$ cat src/rtl/cmwc_pkg.sv
`timescale 1ns / 1ps

package cmwc_pkg;

  localparam int unsigned TABLE_DEPTH = 4096;
  localparam int unsigned IDX_W       = $clog2(TABLE_DEPTH);
  localparam int unsigned CARRY_W     = 19;
  localparam int unsigned PROD_W      = 47;
  localparam int unsigned QUEUE_DEPTH = 2;
  localparam int unsigned QUEUE_AW    = $clog2(QUEUE_DEPTH);

  localparam logic [31:0]        GOLDEN_STEP     = 32'h9e37_79b9;
  localparam logic [31:0]        GOLDEN_TWICE    = 32'(GOLDEN_STEP + GOLDEN_STEP);
  localparam logic [14:0]        MULTIPLIER      = 15'd18782;
  localparam logic [31:0]        COMPLEMENT_BASE = 32'hffff_fffe;
  localparam logic [CARRY_W-1:0] CARRY_START     = CARRY_W'(362436);
  localparam logic [IDX_W-1:0]   INDEX_START     = IDX_W'(TABLE_DEPTH - 1);

  typedef struct packed {
    logic        req_type;
    logic [31:0] seed_value;
  } cmwc_req_t;

  typedef struct packed {
    logic [31:0] random_word;
    logic        not_seeded;
  } cmwc_rsp_t;

  typedef enum logic {
    REQ_RESEED = 1'b0,
    REQ_DRAW   = 1'b1
  } cmwc_req_e;

  typedef enum logic [1:0] {
    OP_RESEED,
    OP_DRAW,
    OP_DRAW_UNSEEDED
  } cmwc_op_e;

  typedef struct packed {
    cmwc_op_e    op;
    logic [31:0] seed;
  } cmwc_cmd_t;

  typedef enum logic [2:0] {
    ST_IDLE,
    ST_FILL,
    ST_MULT,
    ST_ADD,
    ST_WRITE
  } cmwc_state_e;

endpackage

$ cat src/rtl/cmwc_front.sv
`timescale 1ns / 1ps

module cmwc_front import cmwc_pkg::*; (
  input  logic      clk_i,
  input  logic      rst_ni,
  input  logic      in_valid_i,
  output logic      in_ready_o,
  input  cmwc_req_t in_data_i,
  output logic      cmd_valid_o,
  input  logic      cmd_ready_i,
  output cmwc_cmd_t cmd_o
);

  cmwc_cmd_t             queue_q [QUEUE_DEPTH];
  logic [QUEUE_AW-1:0]   wr_ptr_q, wr_ptr_d;
  logic [QUEUE_AW-1:0]   rd_ptr_q, rd_ptr_d;
  logic [QUEUE_AW:0]     count_q, count_d;
  logic                  seen_reseed_q, seen_reseed_d;
  logic                  push, pop;
  cmwc_cmd_t             new_cmd;

  assign in_ready_o  = (count_q != (QUEUE_AW + 1)'(QUEUE_DEPTH));
  assign cmd_valid_o = (count_q != '0);
  assign cmd_o       = queue_q[rd_ptr_q];
  assign push        = in_valid_i && in_ready_o;
  assign pop         = cmd_valid_o && cmd_ready_i;

  // a draw is flagged unseeded here if no reseed has gone ahead of it in order
  always_comb begin
    new_cmd.seed  = in_data_i.seed_value;
    seen_reseed_d = seen_reseed_q;
    if (in_data_i.req_type == REQ_RESEED) begin
      new_cmd.op = OP_RESEED;
      if (push) begin
        seen_reseed_d = 1'b1;
      end
    end else if (seen_reseed_q) begin
      new_cmd.op = OP_DRAW;
    end else begin
      new_cmd.op = OP_DRAW_UNSEEDED;
    end
  end

  always_comb begin
    wr_ptr_d = wr_ptr_q;
    rd_ptr_d = rd_ptr_q;
    count_d  = count_q;
    if (push) begin
      wr_ptr_d = (wr_ptr_q == QUEUE_AW'(QUEUE_DEPTH - 1)) ? '0 : wr_ptr_q + QUEUE_AW'(1);
    end
    if (pop) begin
      rd_ptr_d = (rd_ptr_q == QUEUE_AW'(QUEUE_DEPTH - 1)) ? '0 : rd_ptr_q + QUEUE_AW'(1);
    end
    if (push && !pop) begin
      count_d = count_q + (QUEUE_AW + 1)'(1);
    end else if (pop && !push) begin
      count_d = count_q - (QUEUE_AW + 1)'(1);
    end
  end

  always_ff @(posedge clk_i or negedge rst_ni) begin
    if (!rst_ni) begin
      wr_ptr_q      <= '0;
      rd_ptr_q      <= '0;
      count_q       <= '0;
      seen_reseed_q <= 1'b0;
    end else begin
      wr_ptr_q      <= wr_ptr_d;
      rd_ptr_q      <= rd_ptr_d;
      count_q       <= count_d;
      seen_reseed_q <= seen_reseed_d;
    end
  end

  always_ff @(posedge clk_i) begin
    if (push) begin
      queue_q[wr_ptr_q] <= new_cmd;
    end
  end

endmodule

$ cat config.mk
export PLATFORM = sky130hd
export DESIGN_NAME = cmwc_front
export DESIGN_NICKNAME = d
export VERILOG_FILES = /design/src/rtl/cmwc_pkg.sv /design/src/rtl/cmwc_front.sv
export SDC_FILE = /design/constraint.sdc
export NUM_CORES = 1
export LEC_CHECK = 0
export BUFFER_PORTS_ARGS = -buffer_cell sky130_fd_sc_hd__buf_2
export CORE_UTILIZATION = 56
export CTS_CLUSTER_DIAMETER = 50
export DETAILED_ROUTE_END_ITERATION = 10
export PLACE_DENSITY = 0.84
export SYNTH_ARGS = -nofsm -noshare
export SYNTH_HDL_FRONTEND = slang
export SYNTH_SLANG_ARGS = --single-unit
$ cat constraint.sdc
create_clock -name clk_i -period 7.1 [get_ports clk_i]
set_input_delay 0.355 -clock clk_i [delete_from_list [all_inputs] [get_ports clk_i]]
set_output_delay 0.355 -clock clk_i [all_outputs]
set_load 0.01 [all_outputs]
# Word level (Yosys, flattened, before mapping)
# Memories as Yosys holds them, arrays and structs flattened.
# Cells that the tools add are included.
# classes
add_sub_neg,4
mux,8
reduce_logical,9
n_eq_ne,1
bitwise,1
# op_table
op,n
two-way mux 2 bit,4
logical AND 1 bit,4
two-way mux 1 bit,4
nonzero test 2 bit,2
"adder 1 bit, second input constant",2
"adder 2 x 1 -> 2 bit, second input constant",1
zero test 1 bit,2
"inequality test 2 bit, second input constant",1
AND reduction 2 bit,1
"subtractor 2 x 1 -> 2 bit, second input constant",1
NOT 1 bit,1
# totals
mem_bits_rw,68
out_inout_bits,36
regBits,5
input_bits,37
mem_count,1
# memory_table
memory,words,word_bits,read_ports,rd_clocked_by_memory_dff,wr,line_no,source
queue_q,2,34,1,0,1,cmwc_front.sv:14,cmwc_cmd_t queue_q [QUEUE_DEPTH];

# Logic depth before layout (Yosys ltp)
# logic_depth
word_depth,6
ltp_mapped,7
depth_no_buf,7

# Worst setup path after synthesis
# No wires, ideal clock.
# synth_timing
kind,reg2reg
from,register count_q[0]
to,"memory queue_q[0][0] in the netlist's numbering, enable pin"
synth_period_minus_slack_ns,2.579
setup_slack_ns,4.521
arrival_time_ns,2.154
path_stages_with_launch,4
cell_sequence,dfrtp_1 > nand2b_1 > nand2_1 > nor2_1
# synth_via
elab_chain_cells,4
# synth_rtl
item,line_no,source
from (decl),cmwc_front.sv:17,"logic [QUEUE_AW:0] count_q, count_d;"
from (signal assigned),cmwc_front.sv:70,count_q <= count_d;
inequality test 2 bit,cmwc_front.sv:22,assign in_ready_o = (count_q != (QUEUE_AW + 1)'(QUEUE_DEPTH));
named net in_ready_o,cmwc_front.sv:7,"output logic in_ready_o,"
logical AND 1 bit,cmwc_front.sv:25,assign push = in_valid_i && in_ready_o;
two-way mux 1 bit,cmwc_front.sv:76,if (push) begin
two-way mux 1 bit (implied by the code),cmwc_front.sv:77,queue_q[wr_ptr_q] <= new_cmd;
to (decl),cmwc_front.sv:14,
# The timed path passes the listed nets, and every way through them passes these cells.

==> parameters.txt <==
Parameter                              Value

Clocking
  Clock tree from TritonCTS ... built
  H-tree level count ... 3
  Clock sink count ... 73
  Clock transition at the registers of the reported paths ... 70 ps
  Root buffer cell ... sky130_fd_sc_hd__clkbuf_8
  Post-CTS Setup Repair Bufs ... 0
  Clock insertion delay at the later pin of the skew report ... 330 ps
  Number of buffers created by CTS ... 9
  Resize count post-CTS ... 0
  Maximum clock insertion buffer count ... 2

Routing
  Number of vias per cell after detailed routing ... 4.85
  Via count ... 1359
  Wirelength, routed ... 4240 um
  Antenna viol nets, final ... 0
  Number of DRC markers in iteration 0 ... 75
  First-pass iteration count of the detailed router ... 4
  DRC violations left ... 0
  Post-DR wirelength/cell ... 15.1 um

Timing
  Worst Clk Skew ... 5.71 ps
  Part of the cycle the worst path needs ... 32.3%
  Total negative slack for setup checks ... 0 ps
  Max-slew violation total from the final report ... 0
  Minimum clock period ... 2290 ps
  Setup repair after global routing missed its margin ... no
  Fmax achieved ... 0.436 GHz
  Worst Tran Pin Value ... 1020 ps
  Hold violation count in the final report ... 0
  Relative max-transition margin ... 32.3%
  Final setup violation count ... 0
  Final hold slack ... 206 ps

Floorplan
  Number of standard-cell rows in the floorplan ... 25
  Die width ... 73.3 um
  Top-level port count ... 73
  Die Footprint ... 5370 um2
  Height of the die ... 73.3 um
  Std-Cell Core Area ... 4820 um2
  Starting Density ... 59.0%

Worst setup path
  Arrival time of data at the critical path endpoint ... 1940 ps
  Nature of the critical path startpoint ... register
  Endpoint type of the worst setup path ... output pin
  Worst Reg-to-Reg Cells ... 3
  Path type of the worst setup path ... reg2out
  Setup slack of the worst register-to-register path ... 5210 ps
  Biggest cell delay along the critical path ... 1040 ps
  Crit path required time ... 6740 ps
  Capturing element of the worst setup path ... cmd_o[13]
  Endpoint of the worst-slack reg-to-reg timing path ... queue_q[0][14]$_DFFE_PP_
  Logic depth of the worst path, buffers included ... 2
  Max Fanout on Critical Path ... 35
  FF-to-FF Start ... count_q[0]$_DFFE_PN0P_
  List of cells traversed by the critical path ... mux2_2 > buf_2
  CP max stage cell ... sky130_fd_sc_hd__dfrtp_2
  Worst path buffer plus inverter count ... 1
  Category of cells accounting for the largest share of critical-path delay ... flip-flops
  CP startpoint ... rd_ptr_q$_DFFE_PN0P_

Yosys
  Synth Flop Type ... sky130_fd_sc_hd__edfxtp_1
  Sequential cell area fraction in the yosys report ... 76.2%
  Instance count of the mapped netlist ... 128
  Distinct cell type count after synthesis ... 18
  Post-Syn Nets ... 166
  FFs w/ async S/R, synth ... 6.85%
  Cell area after technology mapping ... 2840 um2
  Post-synth EDFFs ... 68
  FF+latch count, synth ... 73
  Yosys warning count ... 0
  Avg Inst Size Synth ... 22.2 um2

Finish
  Fraction of final layout cells sized beyond drive strength 1 ... 57.7%
  Utilization after layout ... 72.1%
  Total number of nets in the final design ... 246
  Synth-to-layout area growth ... 22.0%
  Antenna cell count ... 0
  Post-layout instance count excluding filler cells ... 280

Power
  Cell area power density ... 418 nW/um2
  Final total power ... 0.00145 W
  Worst vdd ir ... 0.000297 V
  Leakage Power ... 1.40 nW

Global route
  Initial antenna violation count ... 0
  Overall track demand over capacity in global routing ... 17.3%
  Global-route wire length before repair ... 6400 um
  Overflow left after global routing ... 0
  Largest net degree at the start of global routing ... 36
  Via count of the first global-routing pass ... 1424

Place
  Post-placement cell count ... 263
  Final weighted congestion in routability-driven placement ... 0.656
  Detailed-placement wirelength estimate ... 2780 um
  Count of input and output buffers ... 72

Flow run
  Max Cap Viol ... 0

Worst hold path
  Hold crit path type ... in2reg
  Min-Delay Startpoint ... in_data_i[10]

Run status
  Result of the run ... finished, final reports clean
-- sequential cells by signal (all words and copies together) (netlist names) --
name	cells
queue_q	68
seen_reseed_q	1
count_q	2
rd_ptr_q	1
wr_ptr_q	1
-- cells by family after synthesis --
kind of cell	Yosys count	share of synthesized area [%]
DFF	73	76.2
muxes	34	17.3
and+or+nand+nor	9	1.63
xor gates and xnor gates	5	1.54
buffers and inverters	5	2.64
AOI/OAI and AO/OA	1	0.264
adders and majority gates	1	0.440
-- cells in the final DEF, fill, tap and decap left out, drive strengths merged --
| cell | netlist | final |
|---|---|---|
| mux2 | 34 | 34 |
| clkinv | 0 | 2 |
| bufinv | 0 | 3 |
| ha | 1 | 1 |
| or2 | 1 | 1 |
| o21bai | 1 | 1 |
| dfrtp | 5 | 5 |
| and3 | 1 | 1 |
| xor2 | 2 | 2 |
| dlygate4sd3 | 0 | 1 |
| nand2b | 1 | 1 |
| clkbuf | 0 | 10 |
| buf | 4 | 72 |
| nor2b | 1 | 1 |
| clkinvlp | 0 | 1 |
| xnor2 | 3 | 3 |
| inv | 1 | 1 |
| edfxtp | 68 | 68 |
| nor2 | 2 | 2 |
| and2 | 1 | 1 |
| nand2 | 2 | 2 |
-- power by group --
group	switching (W)	internal, W	total (W)
Clock	0.000139	0.000232	0.000371
Sequential	0.0000805	0.000590	0.000670
Combinational	0.000176	0.000233	0.000409
Total	0.000396	0.00105	0.00145
-- worst min path at each step --
| stage | cells past startpoint | to |
|---|---|---|
| after detailed placement | 1 | seen_reseed_q$_DFFE_PN0P_ |
| after global routing | 1 | queue_q[1][7]$_DFFE_PP_ |
| after global placement | 1 | wr_ptr_q$_DFFE_PN0P_ |
| final | 1 | queue_q[0][10]$_DFFE_PP_ |
| after CTS | 1 | queue_q[1][23]$_DFFE_PP_ |
| after floorplan | 0 | count_q[0]$_DFFE_PN0P_ |
-- routing by layer --
layer  track usage [%]  up-vias  wire [um]
li1                  -      653          -
met1              19.0      653       1700
met2              29.0       45       2220
met3              5.90        8        229
met4              10.5        0         88
met5                 0        -          0
-- timing repair --
action / 4_1_cts / 5_1_grt
hold buffers: 1 / 0
hold endpoints to repair: 5 / 0
endpoints found under the setup margin: 0 / 0
-- through the flow --
step / worst slack, ps / instance area, um2
5_1_grt: 4710 / 3470
3_5_place_dp: 5120 / 3230
3_3_place_gp: 5150 / 3230
6_report: 4810 / 3470
4_1_cts: 4770 / 3470
2_1_floorplan: 4520 / 2840
-- synth_stat cells, drive strengths merged, types with 2 or more instances --
cell    number  share of area, %
buf          4               2.5
dfrtp        5               4.4
edfxtp      68                72
mux2        34                17
nand2        2              0.26
nor2         2              0.26
xnor2        3              0.92
xor2         2              0.62
-- cell type report --
type / count / area, um2
sequential: 73 / 2170
fill: 316 / 1350
multi-input combinational: 50 / 611
timing repair buffer: 73 / 370
clock buffer: 10 / 128
clock inverter: 6 / 106
tap: 67 / 83.8
inverter: 1 / 3.75
Note: power is estimated with default switching activity, not from simulation.
